## config.mk

```make
export PLATFORM = sky130hd
export DESIGN_NAME = attitude_mode_supervisor
export DESIGN_NICKNAME = d
export VERILOG_FILES = /design/src/rtl/ams_pkg.sv /design/src/rtl/ams_step.sv /design/src/rtl/attitude_mode_supervisor.sv
export VERILOG_INCLUDE_DIRS = /design/src /design/src/rtl
export SDC_FILE = /design/constraint.sdc
export NUM_CORES = 1
export LEC_CHECK = 0
export BUFFER_PORTS_ARGS = -buffer_cell sky130_fd_sc_hd__buf_2
export CORE_MARGIN = 4
export CORE_UTILIZATION = 50
export CTS_BUF_LIST = sky130_fd_sc_hd__clkbuf_8
export CTS_CLUSTER_DIAMETER = 40
export DETAILED_ROUTE_END_ITERATION = 16
export GPL_TIMING_DRIVEN = 0
export PLACE_DENSITY = 0.67
export SLEW_MARGIN = 10
export SYNTH_ARGS = -nofsm -noshare
export SYNTH_HDL_FRONTEND = slang
export SYNTH_SLANG_ARGS = --single-unit
export TNS_END_PERCENT = 1
```

## constraint.sdc

```tcl
create_clock -name clock -period 20.4 [get_ports clock]
set_input_delay 3.06 -clock clock [delete_from_list [all_inputs] [get_ports clock]]
set_output_delay 3.06 -clock clock [all_outputs]
set_load 0.05 [all_outputs]
```

## src/rtl/attitude_mode_supervisor_assert.svh

```systemverilog
// Assertion macros for the attitude mode supervisor.
// Each check is clocked on clock and is off while reset is high.
`ifndef ATTITUDE_MODE_SUPERVISOR_ASSERT_SVH
`define ATTITUDE_MODE_SUPERVISOR_ASSERT_SVH

`ifndef SYNTHESIS

// Same-cycle implication.
`define AMS_ASSERT_NOW(label, ante, cons) \
   label: assert property (@(posedge clock) disable iff (reset) (ante) |-> (cons)) \
      else $error("ams assertion failed");

// Next-cycle implication.
`define AMS_ASSERT_NEXT(label, ante, cons) \
   label: assert property (@(posedge clock) disable iff (reset) (ante) |=> (cons)) \
      else $error("ams assertion failed");

`else

`define AMS_ASSERT_NOW(label, ante, cons)
`define AMS_ASSERT_NEXT(label, ante, cons)

`endif

`endif

```

## src/rtl/ams_pkg.sv

```systemverilog
package ams_pkg;

   // Timestamp width
   localparam int TIME_BITS = 48;

   // Pointing error at or below which sun acquisition counts as settled (0.1745 rad, Q3.16)
   localparam logic [18:0] SUN_SETTLED_ERROR = 19'd11438;

   // Settle counter ceiling
   localparam logic [15:0] STABLE_MAX = 16'hFFFF;

   // Configuration register indexes
   localparam logic [2:0] CSR_DETUMBLE_ENTRY_RATE   = 3'd0;
   localparam logic [2:0] CSR_DETUMBLE_EXIT_RATE    = 3'd1;
   localparam logic [2:0] CSR_EXCESSIVE_RATE        = 3'd2;
   localparam logic [2:0] CSR_MIN_CONFIDENCE        = 3'd3;
   localparam logic [2:0] CSR_DETUMBLE_SETTLE_TICKS = 3'd4;
   localparam logic [2:0] CSR_SUN_SETTLE_TICKS      = 3'd5;
   localparam logic [2:0] CSR_ESTIMATE_STALE_US     = 3'd6;

   typedef enum logic [3:0] {
      MODE_BOOT     = 4'd0,
      MODE_SAFE     = 4'd1,
      MODE_DETUMBLE = 4'd2,
      MODE_SUN_ACQ  = 4'd3,
      MODE_SUN_PT   = 4'd4,
      MODE_EARTH    = 4'd5,
      MODE_SLEW     = 4'd6,
      MODE_TARGET   = 4'd7,
      MODE_SCIENCE  = 4'd8
   } mode_type;

   typedef struct packed {
      logic [19:0] detumble_entry_rate;
      logic [19:0] detumble_exit_rate;
      logic [19:0] excessive_rate;
      logic [15:0] min_confidence;
      logic [15:0] detumble_settle_ticks;
      logic [15:0] sun_settle_ticks;
      logic [31:0] estimate_stale_us;
   } cfg_type;

   typedef struct packed {
      logic                 request_valid;
      logic [3:0]           mode_request;
      logic                 critical_fault;
      logic [2:0]           sensor_flags;
      logic [TIME_BITS-1:0] sensor_time;
      logic [TIME_BITS-1:0] attitude_time;
      logic [2:0]           attitude_flags;
      logic [15:0]          confidence;
      logic [19:0]          rate_mag;
      logic [1:0]           reference_flags;
      logic [18:0]          pointing_error;
      logic                 slew_done;
   } tick_type;

   typedef struct packed {
      mode_type    mode;
      mode_type    requested;
      logic [15:0] stable;
   } state_type;

   // Result of one tick beside the next state
   typedef struct packed {
      logic [1:0] entries;
      logic       reject;
   } event_type;

endpackage

```

## src/rtl/ams_step.sv

```systemverilog
module ams_step (
   input  ams_pkg::cfg_type   cfg,
   input  ams_pkg::tick_type  tick,
   input  ams_pkg::state_type cur,
   output ams_pkg::state_type nxt,
   output ams_pkg::event_type evt
);

   typedef struct packed {
      ams_pkg::state_type st;
      logic [1:0]         entries;
   } walk_type;

   logic sensors_ready;
   logic attitude_ready;
   logic data_fresh;
   logic sun_ok;
   logic nadir_ok;
   logic target_ok;
   logic [ams_pkg::TIME_BITS-1:0] age;
   walk_type w;
   logic done;
   logic reject;

   // Enter a mode; nothing happens when already there
   function automatic walk_type enter_mode(walk_type wi, ams_pkg::mode_type target);
      walk_type wo;
      wo = wi;
      if (wi.st.mode != target) begin
         wo.st.mode   = target;
         wo.st.stable = '0;
         wo.entries   = wi.entries + 2'd1;
      end
      return wo;
   endfunction

   function automatic logic [15:0] bump(logic [15:0] s);
      return (s != ams_pkg::STABLE_MAX) ? s + 16'd1 : s;
   endfunction

   function automatic logic allowed(ams_pkg::mode_type m, logic sens, logic att,
                                    logic sun, logic nadir, logic tgt);
      logic ok;
      case (m)
         ams_pkg::MODE_SAFE:     ok = 1'b1;
         ams_pkg::MODE_DETUMBLE: ok = sens;
         ams_pkg::MODE_SUN_ACQ,
         ams_pkg::MODE_SUN_PT:   ok = att & sun;
         ams_pkg::MODE_EARTH:    ok = att & nadir;
         ams_pkg::MODE_SLEW,
         ams_pkg::MODE_TARGET,
         ams_pkg::MODE_SCIENCE:  ok = att & tgt;
         default:                ok = 1'b0;
      endcase
      return ok;
   endfunction

   // Readiness and freshness of this snapshot
   assign sensors_ready  = (tick.sensor_time != '0) && (tick.sensor_flags[1:0] == 2'b11);
   assign attitude_ready = tick.attitude_flags[0] && (tick.attitude_time != '0) &&
                           (tick.confidence >= cfg.min_confidence) && tick.attitude_flags[1];
   assign age            = tick.sensor_time - tick.attitude_time;
   assign data_fresh     = (tick.sensor_time != '0) && (tick.attitude_time != '0) &&
                           (tick.attitude_time <= tick.sensor_time) &&
                           (age <= ams_pkg::TIME_BITS'(cfg.estimate_stale_us));
   assign sun_ok         = tick.sensor_flags[2] && tick.reference_flags[0];
   assign nadir_ok       = tick.reference_flags[1];
   assign target_ok      = tick.attitude_flags[2];

   // Walk the mode rules in priority order
   always_comb begin
      w.st      = cur;
      w.entries = 2'd0;
      reject    = 1'b0;
      done      = 1'b0;

      // Apply the request first
      if (tick.request_valid) begin
         if (tick.mode_request >= ams_pkg::MODE_SAFE &&
             tick.mode_request <= ams_pkg::MODE_SCIENCE) begin
            w.st.requested = ams_pkg::mode_type'(tick.mode_request);
         end else begin
            reject = 1'b1;
         end
      end

      if (tick.critical_fault) begin
         w    = enter_mode(w, ams_pkg::MODE_SAFE);
         done = 1'b1;
      end

      // Hold boot until the data is usable
      if (!done && w.st.mode == ams_pkg::MODE_BOOT) begin
         if (sensors_ready && attitude_ready && data_fresh) begin
            w = enter_mode(w, ams_pkg::MODE_SAFE);
         end else begin
            done = 1'b1;
         end
      end

      if (!done && tick.rate_mag > cfg.excessive_rate) begin
         w    = enter_mode(w, ams_pkg::MODE_SAFE);
         done = 1'b1;
      end

      if (!done) begin
         // Forced and requested transitions
         if (w.st.requested == ams_pkg::MODE_SAFE) begin
            w = enter_mode(w, ams_pkg::MODE_SAFE);
         end else if (tick.rate_mag > cfg.detumble_entry_rate) begin
            w = enter_mode(w, ams_pkg::MODE_DETUMBLE);
         end else if (w.st.mode != ams_pkg::MODE_DETUMBLE && w.st.requested != w.st.mode &&
                      allowed(w.st.requested, sensors_ready, attitude_ready,
                              sun_ok, nadir_ok, target_ok)) begin
            w = enter_mode(w, w.st.requested);
         end

         // Per-mode follow-up: recovery from safe, settling and slew completion
         case (w.st.mode)
            ams_pkg::MODE_SAFE: begin
               if (w.st.requested != ams_pkg::MODE_SAFE) begin
                  if (tick.rate_mag > cfg.detumble_entry_rate && sensors_ready) begin
                     w = enter_mode(w, ams_pkg::MODE_DETUMBLE);
                  end else if (allowed(w.st.requested, sensors_ready, attitude_ready,
                                       sun_ok, nadir_ok, target_ok)) begin
                     w = enter_mode(w, w.st.requested);
                  end
               end
            end
            ams_pkg::MODE_DETUMBLE: begin
               if (tick.rate_mag <= cfg.detumble_exit_rate) begin
                  w.st.stable = bump(w.st.stable);
                  if (w.st.stable >= cfg.detumble_settle_ticks) begin
                     w.st.requested = ams_pkg::MODE_SUN_ACQ;
                     if (attitude_ready && sun_ok) begin
                        w = enter_mode(w, ams_pkg::MODE_SUN_ACQ);
                     end
                  end
               end else begin
                  w.st.stable = '0;
               end
            end
            ams_pkg::MODE_SUN_ACQ: begin
               if (tick.pointing_error <= ams_pkg::SUN_SETTLED_ERROR &&
                   tick.rate_mag <= cfg.detumble_entry_rate) begin
                  w.st.stable = bump(w.st.stable);
                  if (w.st.stable >= cfg.sun_settle_ticks) begin
                     w.st.requested = ams_pkg::MODE_SUN_PT;
                     w = enter_mode(w, ams_pkg::MODE_SUN_PT);
                  end
               end else begin
                  w.st.stable = '0;
               end
            end
            ams_pkg::MODE_SLEW: begin
               if (tick.slew_done) begin
                  w.st.requested = ams_pkg::MODE_TARGET;
                  w = enter_mode(w, ams_pkg::MODE_TARGET);
               end
            end
            default: begin
            end
         endcase
      end
   end

   assign nxt         = w.st;
   assign evt.entries = w.entries;
   assign evt.reject  = reject;

endmodule

```

## src/rtl/attitude_mode_supervisor.sv

```systemverilog
// Channel   | Direction | Handshake             | Payload
// ----------+-----------+-----------------------+------------------------------------
// req_      | in        | req_tvalid/req_tready | one supervisor tick (tdata, tuser)
// rsp_      | out       | rsp_tvalid/rsp_tready | mode and counters after the tick
// csr_      | in        | csr_valid/csr_ready   | register index and write data
//
// One tick per cycle sustained while rsp_tready stays high; a request is registered
// in the input register, then passes through the mode logic into the result register.
// The state update is a single pass through the mode rules.
// Reset clears the mode state, counters and configuration to their defaults.
// A stalled result holds the pipe; a new request is still taken while the
// input register can move forward. csr_ready is always high.

`include "attitude_mode_supervisor_assert.svh"

module attitude_mode_supervisor (
   input  logic         clock,
   input  logic         reset,

   input  logic         req_tvalid,
   output logic         req_tready,
   // [3:0] mode_request, [4] critical_fault, [7:5] sensor_flags,
   // [55:8] sensor_time, [103:56] attitude_time, [106:104] attitude_flags,
   // [122:107] confidence, [142:123] rate magnitude, [144:143] reference_flags,
   // [163:145] pointing_error, [164] slew settled, [167:165] zero
   input  logic [167:0] req_tdata,
   // [0] request_valid
   input  logic         req_tuser,

   output logic         rsp_tvalid,
   input  logic         rsp_tready,
   // [3:0] mode, [7:4] wanted_mode, [8] mode_changed, [24:9] stable_count,
   // [56:25] transition_count, [88:57] rejected_count, [95:89] zero
   output logic [95:0]  rsp_tdata,

   input  logic         csr_valid,
   output logic         csr_ready,
   input  logic [2:0]   csr_index,
   input  logic [31:0]  csr_data
);

   ams_pkg::cfg_type   cfg_ff, cfg_in;
   ams_pkg::tick_type  tick_ff, tick_in;
   logic               s1_valid_ff, s1_valid_in;
   ams_pkg::state_type state_ff, state_nxt;
   ams_pkg::event_type evt;
   logic [31:0]        transitions_ff, transitions_in;
   logic [31:0]        rejected_ff, rejected_in;
   logic               rsp_valid_ff, rsp_valid_in;
   logic [95:0]        rsp_data_ff, rsp_data_in;
   logic               advance;
   logic               req_take;

   // Configuration writes
   assign csr_ready = 1'b1;

   always_comb begin
      cfg_in = cfg_ff;
      if (csr_valid) begin
         case (csr_index)
            ams_pkg::CSR_DETUMBLE_ENTRY_RATE:   cfg_in.detumble_entry_rate   = csr_data[19:0];
            ams_pkg::CSR_DETUMBLE_EXIT_RATE:    cfg_in.detumble_exit_rate    = csr_data[19:0];
            ams_pkg::CSR_EXCESSIVE_RATE:        cfg_in.excessive_rate        = csr_data[19:0];
            ams_pkg::CSR_MIN_CONFIDENCE:        cfg_in.min_confidence        = csr_data[15:0];
            ams_pkg::CSR_DETUMBLE_SETTLE_TICKS: cfg_in.detumble_settle_ticks = csr_data[15:0];
            ams_pkg::CSR_SUN_SETTLE_TICKS:      cfg_in.sun_settle_ticks      = csr_data[15:0];
            ams_pkg::CSR_ESTIMATE_STALE_US:     cfg_in.estimate_stale_us     = csr_data;
            default: begin
            end
         endcase
      end
   end

   always_ff @(posedge clock) begin
      if (reset) begin
         cfg_ff.detumble_entry_rate   <= 20'd1966;
         cfg_ff.detumble_exit_rate    <= 20'd524;
         cfg_ff.excessive_rate        <= 20'd49152;
         cfg_ff.min_confidence        <= 16'd11469;
         cfg_ff.detumble_settle_ticks <= 16'd20;
         cfg_ff.sun_settle_ticks      <= 16'd20;
         cfg_ff.estimate_stale_us     <= 32'd250000;
      end else begin
         cfg_ff <= cfg_in;
      end
   end

   // Pipe control: the input register moves when the result register frees up
   assign advance     = s1_valid_ff && (!rsp_valid_ff || rsp_tready);
   assign req_tready  = !s1_valid_ff || advance;
   assign req_take    = req_tvalid && req_tready;
   assign s1_valid_in = req_take ? 1'b1 : (advance ? 1'b0 : s1_valid_ff);
   assign rsp_valid_in = advance ? 1'b1 : (rsp_tready ? 1'b0 : rsp_valid_ff);

   // Unpack the request
   always_comb begin
      tick_in.request_valid   = req_tuser;
      tick_in.mode_request    = req_tdata[3:0];
      tick_in.critical_fault  = req_tdata[4];
      tick_in.sensor_flags    = req_tdata[7:5];
      tick_in.sensor_time     = req_tdata[55:8];
      tick_in.attitude_time   = req_tdata[103:56];
      tick_in.attitude_flags  = req_tdata[106:104];
      tick_in.confidence      = req_tdata[122:107];
      tick_in.rate_mag        = req_tdata[142:123];
      tick_in.reference_flags = req_tdata[144:143];
      tick_in.pointing_error  = req_tdata[163:145];
      tick_in.slew_done       = req_tdata[164];
   end

   ams_step u_step (
      .cfg  (cfg_ff),
      .tick (tick_ff),
      .cur  (state_ff),
      .nxt  (state_nxt),
      .evt  (evt)
   );

   // Counters and result word
   assign transitions_in = transitions_ff + {30'd0, evt.entries};
   assign rejected_in    = rejected_ff + {31'd0, evt.reject};
   assign rsp_data_in    = {7'd0, rejected_in, transitions_in, state_nxt.stable,
                            (evt.entries != 2'd0), state_nxt.requested, state_nxt.mode};

   always_ff @(posedge clock) begin
      if (reset) begin
         s1_valid_ff        <= 1'b0;
         rsp_valid_ff       <= 1'b0;
         state_ff.mode      <= ams_pkg::MODE_BOOT;
         state_ff.requested <= ams_pkg::MODE_SUN_ACQ;
         state_ff.stable    <= '0;
         transitions_ff     <= '0;
         rejected_ff        <= '0;
      end else begin
         s1_valid_ff  <= s1_valid_in;
         rsp_valid_ff <= rsp_valid_in;
         if (advance) begin
            state_ff       <= state_nxt;
            transitions_ff <= transitions_in;
            rejected_ff    <= rejected_in;
         end
      end
   end

   // Payload registers
   always_ff @(posedge clock) begin
      if (req_take) begin
         tick_ff <= tick_in;
      end
      if (advance) begin
         rsp_data_ff <= rsp_data_in;
      end
   end

   assign rsp_tvalid = rsp_valid_ff;
   assign rsp_tdata  = rsp_data_ff;

   // Checks
   `AMS_ASSERT_NEXT(a_state_holds_idle, !advance, $stable(state_ff) && $stable(transitions_ff))
   `AMS_ASSERT_NEXT(a_no_entry, advance && (evt.entries == 2'd0), $stable(state_ff.mode))
   `AMS_ASSERT_NOW(a_requested_not_boot, 1'b1, state_ff.requested != ams_pkg::MODE_BOOT)
   `AMS_ASSERT_NOW(a_full_pipe_stalls, s1_valid_ff && rsp_valid_ff && !rsp_tready, !req_tready)

endmodule

```

# Word level (Yosys, flattened, before mapping)
# Cells that the tools add are included.
# classes
addsub	8
muxes	67
bitwise_logic	3
n_eq_ne	41
n_lt_le_gt_ge	12
n_reduce_logical	44
# op_table
operator	count
$mux W26	16
$mux W18	11
$pmux W26 S4	1
$reduce_bool A48 Y1	2
$mux W4	13
$ge A16 B16 Y1	3
$le A48 B32 Y1	1
$le A48 B48 Y1	1
$mux W16	3
$sub A48 B48 Y48	1
$gt A20 B20 Y1	2
$le A20 B20 Y1	2
$eq A4 B3 Y1 const B	9
$add A32 B1 Y32	1
$add A32 B2 Y32	1
$eq A4 B2 Y1 const B	6
$logic_and A1 B1 Y1	20
$ne A4 B1 Y1 const B	5
$le A19 B14 Y1 const B	1
$mux W1	17
$add A16 B1 Y16 const B	1
$mux W8	2
$ne A16 B16 Y1 const B	1
$reduce_and A2 Y1	7
23 further kinds	48
# totals
reg_bits	485
output_inout_bits	99
word_cells	202

# Logic depth before layout (Yosys ltp)
# Gate-level depths: netlist (run 1).
# logic_depth
word_depth	36
depth_mapped	63

# Cells and area by module
# Synthesis (run 1) repeated with hierarchy kept, for this count alone.
# unflattened
hier_cells	2962
hier_area_um2	27191.1
# modules_own_cells
mod	instances	area_per_inst_um2	cells_each
attitude_mode_supervisor	1	17705.7	1532
ams_step	1	9485.3	1430

# Worst setup path after synthesis (run 1)
# No wires, ideal clock.
# synth_timing
kind	reg2reg
from	register tick_ff[61] in the netlist's numbering
to	register transitions_ff[31]
arrival_time_ns	11.761
setup_ns	0.128
path_buffers	3
required_time_ns	20.272
path_stages_with_launch	62
synth_period_minus_slack_ns	11.888
path_slack_ns	8.512
cell_sequence	edfxtp_1 -> ha_1 -> fa_1 -> nand2b_1 -> a21oi_1 -> o21ai_1 -> o31ai_2 -> a21boi_0 -> xnor2_1 -> ha_1 -> nand4_1 -> nor4_1 -> nand3_1 -> o31ai_1 -> o2111a_1 -> and4_1 -> and4_1 -> nand4_1 -> [... 26 more ...] -> ha_1 -> a21oi_1 -> nor2b_1 -> and3_1 -> and3_1 -> and3_1 -> and3_1 -> and3_1 -> and3_1 -> and3_1 -> clkbuf_1 -> and4_1 -> clkbuf_1 -> nand4_1 -> nor2_1 -> nand3_1 -> xor2_1 -> nor2_1
# synth_via
elab_chain_cells	26
word_cells_on_any_way	86
cone_classes	add/sub (6); order compare (4); eq/ne (15); mux (44); bitwise (3); reduce/logical (14)
# synth_lines
item	line_no	text
start: declaration	attitude_mode_supervisor.sv:43	ams_pkg::tick_type tick_ff, tick_in;
start signal: assignment	attitude_mode_supervisor.sv:148	tick_ff <= tick_in;
parallel branches: the longest is 24 deep, another holds $sub A48 B48 Y48	--	
$mux W26 (*)	ams_step.sv:106	if (!done) begin
$add A32 B2 Y32 (*)	attitude_mode_supervisor.sv:120	assign transitions_in = transitions_ff + {30'd0, evt.entries};
end signal: assignment	attitude_mode_supervisor.sv:139	transitions_ff <= transitions_in;
end: declaration	attitude_mode_supervisor.sv:47	logic [31:0] transitions_ff, transitions_in;
# Every way passes the cells marked *. The select of a mux whose other input is x is not followed.
# A chain may end at the register's enable or synchronous reset.

# Final worst setup path (run 1)
# Ends and elaborated chain as after synthesis.

==> results, run 1 <==
- The maximum clock path buffer count is 3.
- The routability congestion estimate from global placement is 0.9855.
- Of all nets on the critical path, the largest fanout is 10.
- Based on the critical path, the design can be clocked at up to 0.06707 GHz.
- The cell taking the most area after synthesis is sky130_fd_sc_hd__edfxtp_1.
- In the final timing run, aggregate negative setup slack is 0 ns.
- TritonCTS built the clock tree.
- The number of filler instances in the final layout is 4555.
- After detailed routing, the number of remaining DRC violations is 0.
- In the synthesized netlist the dominant register cell turns out to be sky130_fd_sc_hd__edfxtp_1.
- The worst register-to-register path has a setup slack of 5.49 ns.
- The number of flops mapped to enable cells by yosys is 255.
- By startpoint and endpoint, the worst setup path is classified as reg -> reg.
- Summing all multi-input logic gate instances after layout gives 0.01272 mm².
- Counting stages on the worst path, the most repeated cell is sky130_fd_sc_hd__and3_1.
- The final routed wirelength across all metal layers is 73.32 mm.
- Compared with the post-synthesis result, the final layout area differs by 15.93%.
- The internal power of the cells totals 1.673 mW.
- The slowest stage of the critical path belongs to the cell sky130_fd_sc_hd__xor2_1.
- Entering global routing, the biggest net connects 70 pins.
- The global-route wire length before repair is 114.3 mm.
- Combinational cells account for 15.6% of the total power.
- The die is 237.0 µm tall.
- The clock network burns 37.8% of the power.
- The top cell type's share of synthesized area is 29.20%.
- The residual overflow from global routing is 0.
- The largest vdd supply drop is 55.11 µV.
- Dividing the detail-routed wire length by the instance count gives 18.60 µm.
- The mapped netlist covers 0.02623 mm².
- After clock tree synthesis, the setup repair step added 0 buffers.
- The first detailed-routing pass ran for 6 iterations.
- Clock tree synthesis inserted a total of 84 buffers.
- The via count of the first global-routing pass is 21430.
- Dividing the synthesized area by the synthesized cell count gives 9.367 µm².
- For this configuration, the core starts out at a cell density of 50.81%.
- Setup repair after global routing left no endpoint under its margin.
- The post-detailed-placement half-perimeter wirelength is 57.46 mm.
- The path class of the tightest hold or removal check is reg -> reg.
- The later pin in the worst-skew pair is clocked with a latency of 0.66 ns.
- The sequential fraction of the synthesis area is 46.75%.
- The number of clock sinks is 485.
- The all-layer global routing usage is 25.30%.
- Using the TritonRoute via totals, the vias-per-cell ratio works out to 5.588.
- The number of top-level pins is 308.
- The share of total power dissipated in sequential elements is 46.6%.
- After synthesis the netlist holds a flip-flop and latch count of 485.
- The commonest cells after synthesis are sky130_fd_sc_hd__nand2_1 (449), sky130_fd_sc_hd__a21oi_1 (255), sky130_fd_sc_hd__edfxtp_1 (255).
- Synthesis produced a netlist whose cell count is 2800.
- The minimum clock period after layout is 14.91 ns.
- The share of synthesized registers carrying an async set or reset is 0%.
- The area inside the core boundary is 0.05161 mm².
- The library cell with the highest instance count after synthesis is sky130_fd_sc_hd__nand2_1.
- In this design, the stage delay of the slowest critical-path cell is 0.61 ns.
- For this design the ratio of total power to cell area is 76.75 mW/mm².
- The Yosys step of the flow raised 0 warnings.
- The normalized max-slew margin is 18.79%.
- The clock edge transition at the registers on the reported setup and hold paths is 0.06 ns.
- The number of different library cells in the post-synthesis netlist is 98.
- Timing analysis after detailed placement gives a worst setup slack of 5.602 ns.
- The detailed-route via count is 22030.
- At the pin with the least slew margin, the transition time is 1.211 ns.
- The final layout contains 3597 nets.
- The die extent in x is 237.0 µm.
- The first routing iteration left 1825 violations.
- The data required time at the worst endpoint is 20.92 ns.
- The hold path depth is 2.
- The worst-case setup margin in the final layout is 5.489 ns.
- Measured in cells, the most critical reg-to-reg path has a length of 61.
- The worst clock skew on the final layout is 0.02488 ns.
- The flow ran to the end, and the final reports show no timing, DRC or antenna violations.
- The worst setup path is captured at a flop.
- Hold repair after CTS inserted 0 buffers.
- The analysis attributes to net switching a power of 0.6603 mW.
- The final-report setup violation count is 0.
- Once detail routing completed, the nets flagged for antenna violations numbered 0.
- Summing all flip-flop and latch instances after layout gives 0.01226 mm².
- STA classifies the critical path startpoint as a flop.
- The level count of the clock H-tree is 3.
- The total count of hold-check failures in the final report is 0.
- The leakage power is 12.54 nW.
- By area the synthesized netlist is led by sky130_fd_sc_hd__edfxtp_1 (29%), sky130_fd_sc_hd__dfxtp_1 (18%), sky130_fd_sc_hd__ha_1 (9.3%).
- The share of post-route cells with drive strength above 1 is 15.09%.
- The number of max-slew violations in the final report is 0.
- After floorplanning, the core was divided into 83 placement rows.
- The worst path uses 73.09% of the clock period.
- The clock root buffer master is sky130_fd_sc_hd__clkbuf_8.
- The number of port buffers is 294.
- The arrival time reported for the critical path endpoint is 15.43 ns.
- The overall die area is 0.05618 mm².
- The initial antenna violation count is 5.
- The number of max-cap violations is 0.
- The switching power share of the total is 28.30%.
- The post-cts gate resize count is 0.
## layout make-up
type | instances | area share (%)
flip-flops and latches | 485 | 40.33
clock buffers | 92 | 4.165
plain buffers | 111 | 1.556
well taps | 680 | 2.798
multi-input cells | 1995 | 41.82
inverters | 215 | 2.654
diodes | 2 | 0.01646
repair buffers | 300 | 5.292
clock inverters | 62 | 1.366
## metrics by stage
| stage | util, % | cell area, µm² | total power [mW] | cells | hold WS, ns |
|---|---|---|---|---|---|
| 3_5_place_dp | 55.64 | 28720 | 1.466 | 3786 | 0.4473 |
| 4_1_cts | 58.90 | 30400 | 2.352 | 3940 | 0.4548 |
| 2_1_floorplan | - | 26250 | 1.349 | 2806 | 0.4363 |
| 5_1_grt | 58.91 | 30400 | 2.443 | 3942 | 0.4674 |
| 6_report | 58.91 | 30400 | 2.333 | 3942 | 0.4531 |
| 3_3_place_gp | 55.36 | 28570 | 1.458 | 3780 | 0.4429 |
## sequential cells by signal, summed over array words and instances (netlist names)
register	flops
rejected_ff	32
state_ff	24
s1_valid_ff	1
cfg_ff	140
rsp_tvalid	1
rsp_tdata	89
tick_ff	166
transitions_ff	32
## path summary, 6_finish.rpt
path,startpoint,to
worst max-delay path,tick_ff[61],transitions_ff[31]
worst min-delay path,cfg_ff[51],cfg_ff[51]
worst max register to register,tick_ff[61],transitions_ff[31]
worst min register to register,cfg_ff[51],cfg_ff[51]
## power groups by stage
stage,clock [mW],sequential [mW],combinational [mW]
after CTS,0.904,1.09,0.361
after global routing,0.953,1.09,0.401
final,0.882,1.09,0.365
after global placement,0,1.11,0.347
after floorplan,0,1.13,0.214
after detailed placement,0,1.11,0.359
## routing by layer
| layer | up-vias | wire (µm) | track usage [%] |
|---|---|---|---|
| li1 | 10680 | - | - |
| met1 | 10470 | 31860 | 33.80 |
| met2 | 762 | 34610 | 42.31 |
| met3 | 120 | 5118 | 4.461 |
| met4 | 2 | 1727 | 7.466 |
| met5 | - | 7 | 0 |
## logic make-up (layout without fill, tap and decap cells)
family          count (synthesis)  in the layout  share of synthesized area (%)
fa+ha+maj                     196            196                          9.408
flops                         485            485                          46.75
other cells                     2             10                        0.02864
xor+xnor                      164            164                          5.505
mux                            12             12                         0.4628
compound gates                603            603                          14.71
simple gates                 1012           1012                          18.26
buf+inv                       326            780                          4.876
## cell usage in the layout, fill, tap and decap left out, drive strengths merged, types with 8 or more instances in the layout
| cell type | n |
|---|---|
| nand3b | 27 |
| nand4 | 61 |
| nor2b | 20 |
| a21o | 55 |
| o211ai | 18 |
| xnor2 | 45 |
| o21ai | 95 |
| nor2 | 193 |
| and2 | 12 |
| dfxtp | 230 |
| a22o | 9 |
| and4 | 11 |
| nand3 | 51 |
| conb | 8 |
| or3 | 12 |
| a31oi | 13 |
| xor2 | 119 |
| o21a | 28 |
| nor3 | 32 |
| nand2 | 451 |
| o31ai | 13 |
| buf | 327 |
| a211o | 20 |
| mux2i | 11 |
| nand2b | 25 |
| a21oi | 258 |
| or2 | 9 |
| ha | 194 |
| a211oi | 15 |
| inv | 239 |
| nor4 | 38 |
| edfxtp | 255 |
| and3 | 55 |
| clkbuf | 176 |
| a22oi | 12 |
| a21boi | 10 |
| clkinv | 28 |
## worst max-delay path: cells and delay by family (launching register included)
family	cells	cell delay, ns
AOI/OAI and AO/OA	19	4.18
xor gates and xnor gates	3	0.96
adders and majority gates	6	1.92
buffers and inverters	3	0.67
DFF	1	0.49
and+or+nand+nor	30	6.54
No activity file was read; power rests on OpenSTA's default activity.
==> run 2, diff against run 1 <==
==> constraint.sdc (replaced) <==
create_clock -name clock -period 14.02 [get_ports clock]
set_input_delay 2.103 -clock clock [delete_from_list [all_inputs] [get_ports clock]]
set_output_delay 2.103 -clock clock [all_outputs]
set_load 0.05 [all_outputs]
==> run 2 against run 1 <==
Effect of this change: sequential cell count unchanged; sequential power up 45%; routed wire length up 0.23%; clock power up 45%; clock skew up 0.0040 ns; maximum frequency up 11%; non-clock buffer count up 9; die area unchanged; first-iteration DRC count down 4.1%; global-route usage about the same; critical path type unchanged; highest routed layer unchanged.
==> results, run 2 (same netlist as run 1, synthesis figures left out) <==
- The flow ran to the end, and the final reports show no timing, DRC or antenna violations.
- The level count of the clock H-tree is 3 (unchanged).
- The per-cell via count in the routed design is 5.576 (-0.22%).
- The share of post-route cells with drive strength above 1 is 15.94% (+0.85 points).
- The standard-cell row count is 83 (unchanged).
- The top register by number of flip-flops is tick_ff.
- The final routed wirelength across all metal layers is 73.49 mm (+0.23%).
- CTS placed an instance of sky130_fd_sc_hd__clkbuf_8 at the clock tree root.
- The summed negative setup slack over all endpoints is 0 ns (unchanged).
- The sequential share of power is 46.5% (about the same).
- The fraction of met3 tracks used by global routing was 4.321% (-0.14 points).
- The met2 track utilization from global routing is 42.41% (+0.096 points).
- The class of the most critical hold timing path is reg -> reg.
- The post-route non-filler standard cell count is 3951 (+0.23%).
- The clock insertion delay at the later pin of the skew report came to 0.66 ns (about the same).
- The worst clock skew on the final layout is 0.02892 ns (+0.004038 ns).
- The normalized max-slew margin came to 20.62% (+1.8 points).
- The number of clock sinks is 485 (unchanged).
- The sequential cell area in the final layout came to 0.01226 mm² (unchanged).
- The number of filler instances in the final layout is 4550 (-0.11%).
- The post-synthesis to final-layout area growth is 16.54%.
- The flip-flop count of the largest register, all copies and words added is 166 (unchanged).
- The all-layer global routing usage is 25.31% (about the same).
- The total count of hold-check failures in the final report was 0 (unchanged).
- The slowest cell on the critical path is sky130_fd_sc_hd__a221oi_1.
- The routed length per instance was 18.60 µm (about the same).
- The maximum fanout along the worst path is 10 (unchanged).
- The first-pass iteration count of the detailed router was 8 (+2).
- The fraction of the cycle the final worst path needs is 95.74% (+23 points).
- The leakage power is 12.60 nW (+0.48%).
- The residual overflow from global routing came to 0 (unchanged).
- The total number of nets in the final design is 3606 (+0.25%).
- The cell-internal power is 2.436 mW (+46%).
- The minimum clock period after layout is 13.42 ns (-1.488 ns).
- The detailed-route via count is 22030 (+0.0045%).
- The net switching component of the power is 0.9630 mW (+46%).
- The number of max-slew violations in the final report is 0 (unchanged).
- The largest net degree at the start of global routing came to 70 (unchanged).
- Among the stages of the critical path, the cell type that occurs most often is sky130_fd_sc_hd__a21o_1.
- The post-detailed-placement half-perimeter wirelength is 57.46 mm (unchanged).
- The actual transition at the worst max-transition pin is 1.184 ns (-0.02727 ns).
- The multi-input combinational cell area is 0.01280 mm² (+0.66%).
- The post-route total power is 3.399 mW (+46%).
- The DRC violation total after the first TritonRoute iteration is 1751 (-4.1%).
- The via count of the first global-routing pass is 21430 (+0.014%).
- The switching power share of the total is 28.33% (+0.033 points).
- The routability congestion estimate from global placement came to 0.9855 (unchanged).
- The initial antenna violation count was 5 (unchanged).
- The part of the total power dissipated in combinational logic came to 15.7% (about the same).
- The area inside the core boundary is 0.05161 mm² (unchanged).
- The share of total power in the clock network came to 37.8% (about the same).
- The category of the critical setup timing path is reg -> reg.
- The largest vdd supply drop was 80.75 µV (+47%).
- The vertical die dimension was 237.0 µm (unchanged).
- The initial core utilization is 50.81% (unchanged).
- The number of top-level pins is 308 (unchanged).
- The arrival time reported for the critical path endpoint came to 13.94 ns (-1.49 ns).
- The leading cell type in the layout, fill and taps excluded is sky130_fd_sc_hd__nand2_1.
- The power density over the cells is 111.2 mW/mm² (+45%).
- The maximum clock path buffer count was 3 (unchanged).
- The clock edge transition at the registers on the reported setup and hold paths is 0.06 ns (about the same).
- The global-route wire length before repair is 114.3 mm (about the same).
- The die extent in x came to 237.0 µm (unchanged).
- The overall die area is 0.05618 mm² (unchanged).
- The number of port buffers is 294 (unchanged).
- The instance area after placement was 0.02872 mm² (unchanged).
- The maximum clock rate was 0.07450 GHz (+11%).
- The worst setup path is captured at a flop.
- The final-report setup violation count was 0 (unchanged).
- TritonCTS built the clock tree.
- The number of placed cells counting well taps is 3786 (unchanged).
- The delay of the slowest critical-path stage is 0.69 ns (+0.08 ns).
- The final design area excluding fillers is 0.03056 mm² (+0.53%).
- The remaining antenna violation count after routing is 0 (unchanged).
- The global routing met1 resource utilization is 33.86% (+0.062 points).
- The number of design rule violations left after detail routing is 0 (unchanged).
- After global routing, the most crowded layer is met2.
- The number of CTS-inserted buffers is 84 (unchanged).
- The utilization after layout is 59.22% (+0.31 points).
- The data required time at the worst endpoint came to 14.54 ns (-6.38 ns).
- In the layout the commonest cells are sky130_fd_sc_hd__nand2_1 (449), sky130_fd_sc_hd__buf_2 (309), sky130_fd_sc_hd__edfxtp_1 (255), sky130_fd_sc_hd__a21oi_1 (254), sky130_fd_sc_hd__inv_1 (234).
- The critical path startpoint category is a flop.
- The number of max-cap violations is 0 (unchanged).
[run 2: changes by cell type in the layout (fill, tap and decap cells not counted), sizes merged]
cell	delta
buf	+11
clkbuf	-2
[run 2: what timing repair did]
item,CTS,global route
gates resized for setup,6,16
endpoints found under the setup margin,22,20
pin swaps,1,6
hold buffers,0,0
setup buffers,5,6
[run 2: power by group through the flow]
stage,Combinational [mW],Clock (mW),Sequential [mW]
4_1_cts,0.527,1.32,1.58
3_5_place_dp,0.523,0,1.61
3_3_place_gp,0.506,0,1.62
5_1_grt,0.587,1.39,1.58
2_1_floorplan,0.311,0,1.65
6_report,0.535,1.28,1.58
[run 2: final cells by class]
type | instances | share of cell area (%)
Clock inverter | 62 | 1.359
Sequential cell | 485 | 40.12
Antenna cell | 2 | 0.01637
Buffer | 109 | 1.527
Timing Repair Buffer | 311 | 5.535
Inverter | 215 | 2.640
Tap cell | 680 | 2.784
Clock buffer | 92 | 4.143
Multi-Input combinational cell | 1995 | 41.88
[run 2: final timing paths]
check          startpoint            endpoint  slack (ns)  depth (start not counted)
max          tick_ff[132]  transitions_ff[31]        0.60                         58
min            cfg_ff[51]          cfg_ff[51]        0.45                          2
max reg2reg  tick_ff[132]  transitions_ff[31]        0.60                         58
min reg2reg    cfg_ff[51]          cfg_ff[51]        0.45                          2
[run 2: metal layers]
| layer | part of all wire (%) | vias up |
|---|---|---|
| met1 | 43 | 10460 |
| li1 | - | 10690 |
| met3 | 6.9 | 117 |
| met4 | 2.3 | 2 |
| met5 | 0.0095 | - |
| met2 | 47 | 758 |
[run 2: critical path, delay by kind of cell, from the launching register on]
family / cells / cell delay, ns
muxes: 1 / 0.33
adders and majority gates: 5 / 1.55
DFF: 1 / 0.44
buffers and inverters: 3 / 0.51
AOI/OAI and AO/OA: 19 / 4.18
xor gates and xnor gates: 2 / 0.37
and+or+nand+nor: 28 / 5.89
[run 2: stage by stage]
step / worst slack (ns) / hold slack [ns]
2_1_floorplan: 2.132 / 0.4363
3_3_place_gp: -0.6626 / 0.4429
3_5_place_dp: -0.7779 / 0.4473
4_1_cts: 0.05800 / 0.4548
5_1_grt: -0.08558 / 0.4674
6_report: 0.5971 / 0.4532
